`src/hw/rtl/i2cbe_pkg.sv`:
```
package i2cbe_pkg;

	localparam int QUEUE_DEPTH = 2;

	localparam logic [4:0] PH_IDLE = 5'd31;
	localparam logic [2:0] BIT_MSB = 3'd7;

	typedef enum logic [2:0] {
		CMD_NONE  = 3'd0,
		CMD_START = 3'd1,
		CMD_STOP  = 3'd2,
		CMD_SEND  = 3'd3,
		CMD_WAIT  = 3'd4,
		CMD_READ  = 3'd5
	} cmd_t;

	typedef enum logic [1:0] {
		ACK_OK      = 2'd0,
		ACK_TIMEOUT = 2'd1,
		ACK_NOT_LOW = 2'd2
	} ack_t;

	typedef struct packed {
		logic [2:0]  req_type;
		logic [7:0]  write_byte;
		logic        send_ack;
		logic [14:0] ack_timeout;
		logic        sda_level;
	} item_t;

	typedef struct packed {
		logic       scl_drive;
		logic       sda_drive;
		logic       busy_res;
		logic       cmd_done;
		logic [7:0] read_data;
		logic [1:0] ack_status;
	} result_t;

	typedef struct packed {
		cmd_t        cmd;
		logic [7:0]  write_byte;
		logic        send_ack;
		logic [14:0] ack_timeout;
		logic        sda_level;
	} tick_t;

endpackage

```
`src/hw/rtl/i2cbe_fifo.sv`:
```
module i2cbe_fifo #(
	parameter int WIDTH = 8,
	parameter int DEPTH = 2
) (
	input  logic             clk,
	input  logic             arst_n,
	input  logic             push,
	output logic             full,
	input  logic [WIDTH-1:0] wdata,
	input  logic             pop,
	output logic             empty,
	output logic [WIDTH-1:0] rdata
);

	localparam int PW = (DEPTH > 1) ? $clog2(DEPTH) : 1;
	localparam int CW = $clog2(DEPTH + 1);
	localparam logic [PW-1:0] LAST = PW'(DEPTH - 1);
	localparam logic [CW-1:0] FULL_COUNT = CW'(DEPTH);

	logic [WIDTH-1:0] mem_q [DEPTH];
	logic [PW-1:0]    wr_ptr_q, rd_ptr_q;
	logic [CW-1:0]    count_q;
	logic             do_push, do_pop;

	assign full    = (count_q == FULL_COUNT);
	assign empty   = (count_q == '0);
	assign do_push = push && !full;
	assign do_pop  = pop && !empty;
	assign rdata   = mem_q[rd_ptr_q];

	always_ff @(posedge clk) begin
		if (do_push) begin
			mem_q[wr_ptr_q] <= wdata;
		end
	end

	always_ff @(posedge clk or negedge arst_n) begin
		if (!arst_n) begin
			wr_ptr_q <= '0;
			rd_ptr_q <= '0;
			count_q  <= '0;
		end else begin
			if (do_push) begin
				wr_ptr_q <= (wr_ptr_q == LAST) ? '0 : wr_ptr_q + 1'b1;
			end
			if (do_pop) begin
				rd_ptr_q <= (rd_ptr_q == LAST) ? '0 : rd_ptr_q + 1'b1;
			end
			if (do_push && !do_pop) begin
				count_q <= count_q + 1'b1;
			end else if (do_pop && !do_push) begin
				count_q <= count_q - 1'b1;
			end
		end
	end

endmodule

```
`src/hw/rtl/i2cbe_front.sv`:
```
module i2cbe_front #(
	parameter int DEPTH = i2cbe_pkg::QUEUE_DEPTH
) (
	input  logic                clk,
	input  logic                arst_n,
	input  logic                push,
	output logic                full,
	input  i2cbe_pkg::item_t    item,
	input  logic                tick_pop,
	output logic                tick_empty,
	output i2cbe_pkg::tick_t    tick
);
	import i2cbe_pkg::*;

	tick_t                cls;
	logic [$bits(tick_t)-1:0] tick_bits;

	always_comb begin
		cls.cmd         = (item.req_type inside {[CMD_START:CMD_READ]}) ?
			cmd_t'(item.req_type) : CMD_NONE;
		cls.write_byte  = item.write_byte;
		cls.send_ack    = item.send_ack;
		cls.ack_timeout = item.ack_timeout;
		cls.sda_level   = item.sda_level;
	end

	i2cbe_fifo #(
		.WIDTH($bits(tick_t)),
		.DEPTH(DEPTH)
	) u_queue (
		.clk   (clk),
		.arst_n(arst_n),
		.push  (push),
		.full  (full),
		.wdata (cls),
		.pop   (tick_pop),
		.empty (tick_empty),
		.rdata (tick_bits)
	);

	assign tick = tick_t'(tick_bits);

endmodule

```
`src/hw/rtl/i2cbe_back.sv`:
```
module i2cbe_back (
	input  logic                clk,
	input  logic                arst_n,
	input  logic                tick_empty,
	output logic                tick_pop,
	input  i2cbe_pkg::tick_t    tick,
	input  logic                res_full,
	output logic                res_push,
	output i2cbe_pkg::result_t  res
);
	import i2cbe_pkg::*;

	cmd_t        act_q, act_n;
	logic [4:0]  ph_q, ph_n;
	logic [2:0]  bi_q, bi_n;
	logic [7:0]  sr_q, sr_n;
	logic [14:0] pc_q, pc_n;
	logic        af_q, af_n;
	logic        scl_q, scl_n;
	logic        sda_q, sda_n;
	ack_t        st_q, st_n;
	logic [7:0]  rx_q, rx_n;
	logic        fire, adv, done;

	assign fire     = !tick_empty && !res_full;
	assign tick_pop = fire;
	assign res_push = fire;

	always_comb begin
		act_n = act_q;
		ph_n  = ph_q;
		bi_n  = bi_q;
		sr_n  = sr_q;
		pc_n  = pc_q;
		af_n  = af_q;
		scl_n = scl_q;
		sda_n = sda_q;
		st_n  = st_q;
		rx_n  = rx_q;
		adv   = 1'b1;
		done  = 1'b0;

		if (act_q == CMD_NONE && tick.cmd != CMD_NONE) begin
			act_n = tick.cmd;
			ph_n  = '0;
			bi_n  = BIT_MSB;
			sr_n  = (tick.cmd == CMD_SEND) ? tick.write_byte : '0;
			af_n  = tick.send_ack;
			pc_n  = tick.ack_timeout;
		end

		case (act_n)
			CMD_START: begin
				case (ph_n)
					5'd0: scl_n = 1'b1;
					5'd1: sda_n = 1'b1;
					5'd3: sda_n = 1'b0;
					5'd5: begin
						scl_n = 1'b0;
						done  = 1'b1;
					end
					default: ;
				endcase
			end
			CMD_STOP: begin
				case (ph_n)
					5'd0: scl_n = 1'b1;
					5'd1: sda_n = 1'b0;
					5'd3: begin
						sda_n = 1'b1;
						done  = 1'b1;
					end
					default: ;
				endcase
			end
			CMD_SEND: begin
				case (ph_n)
					5'd0: scl_n = 1'b0;
					5'd1: sda_n = sr_n[bi_n];
					5'd3: scl_n = 1'b1;
					5'd4: begin
						adv = 1'b0;
						if (bi_n == '0) begin
							ph_n = 5'd5;
						end else begin
							bi_n = bi_n - 1'b1;
							ph_n = '0;
						end
					end
					5'd5: scl_n = 1'b0;
					5'd6: begin
						sda_n = 1'b1;
						done  = 1'b1;
					end
					default: ;
				endcase
			end
			CMD_WAIT: begin
				case (ph_n)
					5'd0: begin
						adv = 1'b0;
						if (pc_n == '0) begin
							st_n = ACK_TIMEOUT;
							done = 1'b1;
						end else begin
							pc_n = pc_n - 1'b1;
							if (!tick.sda_level) begin
								ph_n = 5'd1;
							end
						end
					end
					5'd1: scl_n = 1'b1;
					5'd2: begin
						if (tick.sda_level) begin
							st_n = ACK_NOT_LOW;
							done = 1'b1;
						end
					end
					5'd3: scl_n = 1'b0;
					5'd4: begin
						st_n = ACK_OK;
						done = 1'b1;
					end
					default: ;
				endcase
			end
			CMD_READ: begin
				case (ph_n)
					5'd0: scl_n = 1'b0;
					5'd2: begin
						scl_n = 1'b1;
						sr_n  = {sr_n[6:0], tick.sda_level};
					end
					5'd3: begin
						adv = 1'b0;
						if (bi_n == '0) begin
							ph_n = 5'd4;
						end else begin
							bi_n = bi_n - 1'b1;
							ph_n = '0;
						end
					end
					5'd4: scl_n = 1'b0;
					5'd6: sda_n = !af_n;
					5'd7: scl_n = 1'b1;
					5'd9: begin
						scl_n = 1'b0;
						if (!af_n) begin
							rx_n = sr_n;
							done = 1'b1;
						end
					end
					5'd10: sda_n = 1'b1;
					5'd11: begin
						rx_n = sr_n;
						done = 1'b1;
					end
					default: ;
				endcase
			end
			default: adv = 1'b0;
		endcase

		if (done) begin
			act_n = CMD_NONE;
			ph_n  = PH_IDLE;
			bi_n  = BIT_MSB;
		end else if (adv) begin
			ph_n = ph_n + 1'b1;
		end

		res.scl_drive  = scl_n;
		res.sda_drive  = sda_n;
		res.busy_res   = (act_n != CMD_NONE);
		res.cmd_done   = done;
		res.read_data  = rx_n;
		res.ack_status = st_n;
	end

	always_ff @(posedge clk or negedge arst_n) begin
		if (!arst_n) begin
			act_q <= CMD_NONE;
			ph_q  <= PH_IDLE;
			bi_q  <= BIT_MSB;
			sr_q  <= '0;
			pc_q  <= '0;
			af_q  <= 1'b0;
			scl_q <= 1'b1;
			sda_q <= 1'b1;
			st_q  <= ACK_OK;
			rx_q  <= '0;
		end else if (fire) begin
			act_q <= act_n;
			ph_q  <= ph_n;
			bi_q  <= bi_n;
			sr_q  <= sr_n;
			pc_q  <= pc_n;
			af_q  <= af_n;
			scl_q <= scl_n;
			sda_q <= sda_n;
			st_q  <= st_n;
			rx_q  <= rx_n;
		end
	end

endmodule

```
`src/hw/rtl/i2c_master_bit_engine_unit.sv`:
```
// channel   direction  handshake            payload
// item      in         push / full          i2cbe_pkg::item_t   (one bus tick)
// result    out        pop / empty          i2cbe_pkg::result_t (one per tick)
//
// Ticks enter one per cycle while full is low and pass the tick then result queue.
// The engine steps once per tick: one tick per cycle unless the result side stalls.
// Reset clears both queues and returns the engine to idle with SCL and SDA released.
// A stalled result side fills the result queue, then the tick queue, then raises full.
module i2c_master_bit_engine_unit #(
	parameter int QUEUE_DEPTH = i2cbe_pkg::QUEUE_DEPTH
) (
	input  logic                clk,
	input  logic                arst_n,
	input  logic                push,
	output logic                full,
	input  i2cbe_pkg::item_t    item,
	input  logic                pop,
	output logic                empty,
	output i2cbe_pkg::result_t  result
);
	import i2cbe_pkg::*;

	tick_t                      tick;
	logic                       tick_empty, tick_pop;
	result_t                    res;
	logic                       res_push, res_full;
	logic [$bits(result_t)-1:0] result_bits;

	i2cbe_front #(
		.DEPTH(QUEUE_DEPTH)
	) u_front (
		.clk       (clk),
		.arst_n    (arst_n),
		.push      (push),
		.full      (full),
		.item      (item),
		.tick_pop  (tick_pop),
		.tick_empty(tick_empty),
		.tick      (tick)
	);

	i2cbe_back u_back (
		.clk       (clk),
		.arst_n    (arst_n),
		.tick_empty(tick_empty),
		.tick_pop  (tick_pop),
		.tick      (tick),
		.res_full  (res_full),
		.res_push  (res_push),
		.res       (res)
	);

	i2cbe_fifo #(
		.WIDTH($bits(result_t)),
		.DEPTH(QUEUE_DEPTH)
	) u_result_queue (
		.clk   (clk),
		.arst_n(arst_n),
		.push  (res_push),
		.full  (res_full),
		.wdata (res),
		.pop   (pop),
		.empty (empty),
		.rdata (result_bits)
	);

	assign result = result_t'(result_bits);

endmodule

```
`config.mk`:
```
export PLATFORM = sky130hd
export DESIGN_NAME = i2c_master_bit_engine_unit
export DESIGN_NICKNAME = d
export VERILOG_FILES = /design/src/hw/rtl/i2cbe_pkg.sv /design/src/hw/rtl/i2cbe_fifo.sv /design/src/hw/rtl/i2cbe_front.sv /design/src/hw/rtl/i2cbe_back.sv /design/src/hw/rtl/i2c_master_bit_engine_unit.sv
export SDC_FILE = /design/constraint.sdc
export NUM_CORES = 1
export LEC_CHECK = 0
export ABC_AREA = 1
export BUFFER_PORTS_ARGS = -buffer_cell sky130_fd_sc_hd__buf_4
export CAP_MARGIN = 20
export CORE_ASPECT_RATIO = 0.6
export CORE_MARGIN = 2
export CORE_UTILIZATION = 60
export DETAILED_ROUTE_END_ITERATION = 10
export PLACE_DENSITY = 0.9
export SLEW_MARGIN = 10
export SYNTH_ARGS = -nofsm -noshare
export SYNTH_HDL_FRONTEND = slang
export SYNTH_SLANG_ARGS = --single-unit
```
`constraint.sdc`:
```
create_clock -name clk -period 4.1 [get_ports clk]
set_clock_uncertainty 0.1 [all_clocks]
set_input_delay 0.615 -clock clk [delete_from_list [all_inputs] [get_ports clk]]
set_output_delay 0.615 -clock clk [all_outputs]
set_load 0.05 [all_outputs]
```
==> results_tabular.tex, run 1 <==
\begin{tabular}{lr}
\hline
Metric & Value \\
\hline
\multicolumn{2}{l}{\textbf{Setup path}} \\
\quad FF-to-FF path depth & 20 \\
\quad Launch point of the worst reg-to-reg path & u\_front.u\_queue.rd\_ptr\_q\$\_DFFE\_PN0P\_ \\
\quad Slowest stage delay, CP & 680 ps \\
\quad Data required time of the worst path & 4280 ps \\
\quad Ordered list of cells on the worst path & inv\_2 > nand2\_1 > nand2\_2 > nand2\_1 > nand2\_2 > nand2\_2 > o211ai\_1 > o21ai\_0 > inv\_1 > ha\_1 > nand3\_1 > nor2\_2 > nand3\_4 > nand2\_4 > nor2\_4 > inv\_2 > nor2\_2 > nand4\_1 > nand3\_1 > o21ai\_0 \\
\quad Setup slack of the most critical reg-to-reg path & 360 ps \\
\quad Startpoint type of the worst setup path & flip-flop \\
\quad Data arrival time of the worst path & 3920 ps \\
\quad Largest driver fanout on the critical path & 17 \\
\quad Cell type with the highest occurrence count on the critical path & sky130\_fd\_sc\_hd\_\_nand2\_2 \\
\quad Reg2reg end & u\_back.pc\_q[13]\$\_DFFE\_PN0P\_ \\
\quad Startpoint-to-endpoint class of the critical path & reg -> reg \\
\quad Crit path capture type & flip-flop \\
\quad Critical path's slowest cell & sky130\_fd\_sc\_hd\_\_dfrtp\_1 \\
\multicolumn{2}{l}{\textbf{Clocking}} \\
\quad PostCTS Resize Cnt & 0 \\
\quad Number of setup buffers added after CTS & 0 \\
\quad Clock latency at the later pin of the worst-skew pair & 430 ps \\
\quad TritonCTS clock tree & yes \\
\quad Count of H-tree levels built during CTS & 4 \\
\quad \# hold bufs at CTS & 0 \\
\quad Num CTS Buffers & 17 \\
\quad Clock edge transition at the registers on the reported setup and hold paths & 70 ps \\
\quad Largest buffer count on any clock path & 2 \\
\quad Root buffer cell & sky130\_fd\_sc\_hd\_\_clkbuf\_16 \\
\quad CTS sink cnt & 139 \\
\multicolumn{2}{l}{\textbf{Logic synthesis}} \\
\quad Sequential area share after synthesis & 54.9\% \\
\quad Top cell type by total area after synthesis & sky130\_fd\_sc\_hd\_\_edfxtp\_1 \\
\quad Number of nets in the synthesized netlist & 826 \\
\quad Post-synthesis register bit count & 139 \\
\quad Yosys top cell area share & 35.4\% \\
\quad Area of the mapped netlist & 0.00713 mm2 \\
\quad Count of unique library cells instantiated by Yosys & 51 \\
\quad Mean post-synth cell area & 9.04 um2 \\
\quad Cell types occupying the most area after synthesis & sky130\_fd\_sc\_hd\_\_edfxtp\_1 35\%, sky130\_fd\_sc\_hd\_\_dfrtp\_1 16\%, sky130\_fd\_sc\_hd\_\_nand2\_1 12\% \\
\quad Synth Warn \# & 0 \\
\quad Synthesized instance count & 789 \\
\multicolumn{2}{l}{\textbf{Status}} \\
\quad Run status & completed \\
\multicolumn{2}{l}{\textbf{STA}} \\
\quad Tightest Pin Transition & 746 ps \\
\quad Crit share post-route & 91.1\% \\
\quad Endpoints failing hold & 0 \\
\quad Setup Total Neg Slack & 0 ps \\
\quad Max Freq & 268 MHz \\
\quad Final max-slew violation count & 0 \\
\quad Min Tclk post-route & 3740 ps \\
\quad Max-slew headroom & 50.3\% \\
\quad Final Setup Violations & 0 \\
\quad Setup repair after global routing missed its margin & no \\
\multicolumn{2}{l}{\textbf{Floorplanning}} \\
\quad Effective utilization at floorplan & 62.3\% \\
\quad Die Span X & 145 um \\
\quad Area enclosed by the die boundary & 0.0128 mm2 \\
\quad Core area & 0.0114 mm2 \\
\quad Number of rows in the core area & 30 \\
\quad Total I/O pin count & 48 \\
\quad Die height & 88.4 um \\
\multicolumn{2}{l}{\textbf{GRT}} \\
\quad Maximum number of pins on one net before global-route repair & 56 \\
\quad GRT Resource Usage Total & 29.5\% \\
\quad Via count of the first global-routing pass & 5381 \\
\quad Wire length of the first global-routing pass & 28100 um \\
\quad Antenna violations before repair & 0 \\
\quad Global-route congestion overflow total & 0 \\
\multicolumn{2}{l}{\textbf{Route}} \\
\quad Via Count & 5820 \\
\quad Residual DRC count & 0 \\
\quad Number of antenna-violating nets in the routed design & 0 \\
\quad Mean routed wirelength per cell & 17.2 um \\
\quad Via-per-instance ratio & 5.71 \\
\quad Aggregate routed wire length & 17600 um \\
\quad Number of iterations in the first detailed-routing pass & 7 \\
\quad 1st-iter DRT viols & 681 \\
\multicolumn{2}{l}{\textbf{Placement}} \\
\quad Global placement routability congestion & 0.998 \\
\quad Number of buffer cells added on primary ports & 47 \\
\quad Sum of net half-perimeters after detailed placement & 11900 um \\
\multicolumn{2}{l}{\textbf{Min path}} \\
\quad Type of the tightest min-delay check & in -> async \\
\multicolumn{2}{l}{\textbf{Flow run}} \\
\quad Max-capacitance violation count & 0 \\
\multicolumn{2}{l}{\textbf{Layout}} \\
\quad Area growth syn-to-layout & 16.1\% \\
\quad Count of inserted antenna diode cells & 0 \\
\quad Fraction of final layout cells with drive strength greater than 1 & 19.3\% \\
\quad Count of nets after finishing & 883 \\
\hline
\end{tabular}
==> flip-flops by register name (all words and copies together) (netlist names), 3 cells and up <==
signal / flops
u_back.bi_q: 3
u_result_queue.mem_q: 28
u_back.act_q: 3
u_back.pc_q: 15
u_back.rx_q: 8
u_back.sr_q: 8
u_back.ph_q: 5
u_front.u_queue.mem_q: 56
==> kinds of logic after synthesis <==
| family | Yosys count | synth area share, % |
|---|---|---|
| adder cells (fa/ha/maj) | 5 | 0.878 |
| flip-flops | 139 | 54.9 |
| XOR/XNOR | 20 | 2.46 |
| AO/OA/AOI/OAI | 125 | 10.3 |
| buffers and inverters | 124 | 7.07 |
| multiplexers | 2 | 0.298 |
| AND/OR/NAND/NOR | 374 | 24.1 |
==> worst max-delay path by stage <==
stage                     depth (start not counted)                            startpoint                     endpoint  slack, ps
after floorplan                                  18           u_back.act_q[1]$_DFFE_PN0P_  u_back.pc_q[13]$_DFFE_PN0P_       1280
after global placement                           20  u_front.u_queue.rd_ptr_q$_DFFE_PN0P_   u_back.ph_q[4]$_DFFE_PN1P_        590
after detailed placement                         20  u_front.u_queue.rd_ptr_q$_DFFE_PN0P_  u_back.pc_q[13]$_DFFE_PN0P_        500
after CTS                                        20  u_front.u_queue.rd_ptr_q$_DFFE_PN0P_  u_back.pc_q[13]$_DFFE_PN0P_        450
after global routing                             20  u_front.u_queue.rd_ptr_q$_DFFE_PN0P_  u_back.pc_q[13]$_DFFE_PN0P_         20
final                                            20  u_front.u_queue.rd_ptr_q$_DFFE_PN0P_  u_back.pc_q[13]$_DFFE_PN0P_        360
==> cells in the mapped netlist (all sizes together) <==
cell type and number:
ha 5, xnor2 7, nand2 239, o32ai 1
or2 11, buf 16, mux2i 1, a221oi 1
o21a 1, o21ai 72, a21o 1, o22ai 6
nand3 40, o2111ai 10, nor2 56, a22oi 1
inv 99, clkinv 2, nor4 4, nand4 14
mux2 1, a21boi 5, edfxtp 84, nand3b 1
o211ai 2, a21oi 22, dfstp 10, a41oi 1
xor2 13, clkbuf 7, dfrtp 45, o22a 1
a31oi 1, nor3 9
==> cell type report <==
cell class                 count  area [um2]
clock buffer                  17         425
clock inverter                15         171
tap                          160         200
inverter                     101         380
timing repair buffer          61         458
fill                         781        3170
sequential                   139        3910
multi-input combinational    526        2730
==> critical path: cells and delay by family (launching register included) <==
| family | cells | cell delay [ps] |
|---|---|---|
| AOI/OAI and AO/OA | 3 | 440 |
| adders and majority gates | 1 | 210 |
| buffers and inverters | 3 | 410 |
| DFF | 1 | 680 |
| and+or+nand+nor | 13 | 1740 |
==> cell usage in the layout (no fill, tap or decap), types with 3 or more instances in the layout <==
master	n
sky130_fd_sc_hd__clkbuf_16	17
sky130_fd_sc_hd__inv_1	93
sky130_fd_sc_hd__xnor2_1	7
sky130_fd_sc_hd__nor3_1	6
sky130_fd_sc_hd__inv_2	6
sky130_fd_sc_hd__or2_2	11
sky130_fd_sc_hd__o2111ai_1	10
sky130_fd_sc_hd__nand3_4	3
sky130_fd_sc_hd__nor4_1	3
sky130_fd_sc_hd__nand2_4	4
sky130_fd_sc_hd__ha_1	5
sky130_fd_sc_hd__edfxtp_1	84
sky130_fd_sc_hd__a21oi_1	22
sky130_fd_sc_hd__nand4_1	13
sky130_fd_sc_hd__o21ai_1	16
sky130_fd_sc_hd__buf_4	61
sky130_fd_sc_hd__o21ai_0	52
sky130_fd_sc_hd__dfstp_2	10
sky130_fd_sc_hd__nor2_1	43
sky130_fd_sc_hd__xor2_1	13
sky130_fd_sc_hd__inv_6	4
sky130_fd_sc_hd__o22ai_1	5
sky130_fd_sc_hd__inv_8	4
sky130_fd_sc_hd__a21boi_0	5
sky130_fd_sc_hd__nor2_2	11
sky130_fd_sc_hd__nand2_2	12
sky130_fd_sc_hd__dfrtp_1	45
sky130_fd_sc_hd__o21ai_2	4
sky130_fd_sc_hd__nand3_1	35
sky130_fd_sc_hd__nand2_1	223
==> layer usage <==
| metal | routed length [um] | GRT usage (%) | share of wire (%) | vias to the layer above |
|---|---|---|---|---|
| met5 | 0 | 0 | 0 | - |
| met4 | 234 | 8.12 | 1.3 | 0 |
| met3 | 1810 | 8.98 | 10 | 31 |
| met2 | 7570 | 43.4 | 43 | 319 |
| met1 | 7950 | 43.2 | 45 | 2728 |
| li1 | - | - | - | 2742 |
==> through the flow <==
step / std cells / area (um2) / setup WS, ps / utilization [%] / hold slack [ps]
after floorplan: 789 / 7130 / 1280 / - / 219
after global placement: 987 / 7680 / 594 / 67.1 / 360
after detailed placement: 987 / 7680 / 496 / 67.1 / 367
after CTS: 1019 / 8280 / 452 / 72.3 / 173
after global routing: 1019 / 8280 / 23.7 / 72.3 / 197
final: 1019 / 8280 / 363 / 72.3 / 143
Power of run 1 is not shown: default switching activity piles up to over one toggle a cycle in this logic, so the estimate is an artifact.
==> inputs of run 2 (changes only) <==
--- a/config.mk
+++ b/config.mk
@@ -11,6 +11,7 @@
 export CORE_ASPECT_RATIO = 0.6
 export CORE_MARGIN = 2
 export CORE_UTILIZATION = 60
+export CTS_BUF_LIST = sky130_fd_sc_hd__clkbuf_4
 export DETAILED_ROUTE_END_ITERATION = 10
 export PLACE_DENSITY = 0.9
 export SLEW_MARGIN = 10
==> results_tabular.tex, run 2 (synthesis results as in run 1) <==
\begin{tabular}{lr}
\hline
Metric & Value \\
\hline
\multicolumn{2}{l}{\textbf{Layout}} \\
\quad Count of inserted antenna diode cells & 0 \\
\quad Count of nets after finishing & 884 \\
\quad Most flop-heavy register & u\_front.u\_queue.mem\_q \\
\quad Largest registers ranked by flip-flop count & u\_front.u\_queue.mem\_q x56, u\_result\_queue.mem\_q x28, u\_back.pc\_q x15 \\
\quad Most common cell after layout, fill and taps aside & sky130\_fd\_sc\_hd\_\_nand2\_1 \\
\quad Commonest cells after routing, fill and taps aside & 223 x sky130\_fd\_sc\_hd\_\_nand2\_1, 93 x sky130\_fd\_sc\_hd\_\_inv\_1, 84 x sky130\_fd\_sc\_hd\_\_edfxtp\_1 \\
\quad Max reg flops & 56 \\
\quad Fraction of final layout cells with drive strength greater than 1 & 19.3\% \\
\quad Area growth syn-to-layout & 12.1\% \\
\multicolumn{2}{l}{\textbf{Setup path}} \\
\quad Data arrival time of the worst path & 4060 ps \\
\quad Data required time of the worst path & 4450 ps \\
\quad Startpoint-to-endpoint class of the critical path & reg -> reg \\
\quad Slowest stage delay, CP & 700 ps \\
\quad Setup slack of the most critical reg-to-reg path & 390 ps \\
\quad Ordered list of cells on the worst path & inv\_2 > nand2\_1 > nand2\_2 > nand2\_1 > nand2\_2 > nand2\_2 > o211ai\_1 > o21ai\_0 > inv\_1 > ha\_1 > nand3\_1 > nor2\_2 > nand3\_4 > nand2\_4 > nor2\_4 > inv\_2 > nor2\_2 > nand4\_1 > nand3\_1 > o21ai\_0 \\
\quad Reg2reg end & u\_back.pc\_q[13]\$\_DFFE\_PN0P\_ \\
\quad Cell type with the highest occurrence count on the critical path & sky130\_fd\_sc\_hd\_\_nand2\_2 \\
\quad FF-to-FF path depth & 20 \\
\quad Critical path's slowest cell & sky130\_fd\_sc\_hd\_\_dfrtp\_1 \\
\quad Launch point of the worst reg-to-reg path & u\_front.u\_queue.rd\_ptr\_q\$\_DFFE\_PN0P\_ \\
\quad Crit path capture type & flip-flop \\
\quad Largest driver fanout on the critical path & 17 \\
\quad Startpoint type of the worst setup path & flip-flop \\
\multicolumn{2}{l}{\textbf{Placement}} \\
\quad Sum of net half-perimeters after detailed placement & 11900 um \\
\quad Number of buffer cells added on primary ports & 47 \\
\quad Global placement routability congestion & 0.998 \\
\multicolumn{2}{l}{\textbf{GRT}} \\
\quad Wire length of the first global-routing pass & 27000 um \\
\quad Via count of the first global-routing pass & 5227 \\
\quad Global routing met1 resource utilization & 42.4\% \\
\quad Global-route congestion overflow total & 0 \\
\quad Met3 track demand over resource & 8.44\% \\
\quad Global-route met2 utilization & 40.2\% \\
\quad Most utilized layer in the global route result & met1 \\
\quad Antenna violations before repair & 0 \\
\quad GRT Resource Usage Total & 28.3\% \\
\quad Maximum number of pins on one net before global-route repair & 56 \\
\multicolumn{2}{l}{\textbf{Route}} \\
\quad Number of iterations in the first detailed-routing pass & 6 \\
\quad Via-per-instance ratio & 5.61 \\
\quad Residual DRC count & 0 \\
\quad Number of antenna-violating nets in the routed design & 0 \\
\quad Mean routed wirelength per cell & 16.5 um \\
\quad Aggregate routed wire length & 16800 um \\
\quad 1st-iter DRT viols & 707 \\
\quad Via Count & 5727 \\
\multicolumn{2}{l}{\textbf{Clocking}} \\
\quad Clock edge transition at the registers on the reported setup and hold paths & 140 ps \\
\quad Root buffer cell & sky130\_fd\_sc\_hd\_\_clkbuf\_4 \\
\quad Number of setup buffers added after CTS & 0 \\
\quad Count of H-tree levels built during CTS & 4 \\
\quad PostCTS Resize Cnt & 0 \\
\quad TritonCTS clock tree & yes \\
\quad Num CTS Buffers & 17 \\
\quad Largest buffer count on any clock path & 2 \\
\quad CTS sink cnt & 139 \\
\quad Clock latency at the later pin of the worst-skew pair & 580 ps \\
\multicolumn{2}{l}{\textbf{STA}} \\
\quad Final Setup Violations & 0 \\
\quad Setup repair after global routing missed its margin & no \\
\quad Max-slew headroom & 51.3\% \\
\quad Setup Total Neg Slack & 0 ps \\
\quad Tightest Pin Transition & 730 ps \\
\quad Crit share post-route & 90.6\% \\
\quad Endpoints failing hold & 0 \\
\quad Max Freq & 269 MHz \\
\quad Min Tclk post-route & 3710 ps \\
\quad Final max-slew violation count & 0 \\
\multicolumn{2}{l}{\textbf{Floorplanning}} \\
\quad Total I/O pin count & 48 \\
\quad Area enclosed by the die boundary & 0.0128 mm2 \\
\quad Die Span X & 145 um \\
\quad Die height & 88.4 um \\
\quad Number of rows in the core area & 30 \\
\quad Core area & 0.0114 mm2 \\
\quad Effective utilization at floorplan & 62.3\% \\
\multicolumn{2}{l}{\textbf{Min path}} \\
\quad Worst hold path stage count & 1 \\
\quad End of the worst hold path & u\_front.u\_queue.mem\_q[1][14]\$\_DFFE\_PP\_ \\
\quad Type of the tightest min-delay check & in -> reg \\
\quad Launch point of the worst hold path & item[14] \\
\multicolumn{2}{l}{\textbf{Status}} \\
\quad Run status & completed \\
\multicolumn{2}{l}{\textbf{Flow run}} \\
\quad Max-capacitance violation count & 0 \\
\hline
\end{tabular}
## run 2: cell type report
class / count / area, um2
Inverter: 101 / 380
Tap cell: 160 / 200
Clock buffer: 17 / 128
Sequential cell: 139 / 3910
Timing Repair Buffer: 62 / 468
Multi-Input combinational cell: 526 / 2730
Clock inverter: 15 / 171
Fill cell: 837 / 3460
## run 2: worst max-delay path by stage
stage | start | endpoint | slack [ps] | depth (start not counted)
after CTS | u_front.u_queue.rd_ptr_q$_DFFE_PN0P_ | u_back.pc_q[13]$_DFFE_PN0P_ | 450 | 20
after global routing | u_front.u_queue.rd_ptr_q$_DFFE_PN0P_ | u_back.pc_q[13]$_DFFE_PN0P_ | 40 | 20
after floorplan | u_back.act_q[1]$_DFFE_PN0P_ | u_back.pc_q[13]$_DFFE_PN0P_ | 1280 | 18
after global placement | u_front.u_queue.rd_ptr_q$_DFFE_PN0P_ | u_back.ph_q[4]$_DFFE_PN1P_ | 590 | 20
after detailed placement | u_front.u_queue.rd_ptr_q$_DFFE_PN0P_ | u_back.pc_q[13]$_DFFE_PN0P_ | 500 | 20
final | u_front.u_queue.rd_ptr_q$_DFFE_PN0P_ | u_back.pc_q[13]$_DFFE_PN0P_ | 390 | 20
## run 2: worst max-delay path: cells and delay by family, from the launching register on
kind	cells	cell delay [ps]
AO/OA/AOI/OAI	3	450
buffers and inverters	3	410
flip-flops	1	700
AND/OR/NAND/NOR	13	1700
adder cells (fa/ha/maj)	1	210
## run 2: metrics by stage
| stage | std cells | util (%) | worst slack, ps | cell area, um2 | hold slack, ps |
|---|---|---|---|---|---|
| finish | 1020 | 69.8 | 387 | 7990 | 111 |
| global placement | 987 | 67.1 | 594 | 7680 | 360 |
| CTS | 1020 | 69.8 | 449 | 7990 | 72.7 |
| floorplan | 789 | - | 1280 | 7130 | 219 |
| detailed placement | 987 | 67.1 | 496 | 7680 | 367 |
| global route | 1020 | 69.8 | 42.9 | 7990 | 88.8 |
## run 2: timing repair
action                     CTS  global route
hold endpoints to repair    23             0
hold buffers                 1             0
setup endpoints to repair    0             0
## run 2: metal layers
metal,vias to the layer above,routed length [um]
met4,0,216
met5,-,0
met3,30,1700
li1,2739,-
met2,291,7100
met1,2667,7810
Power of run 2 is left out for the same reason.
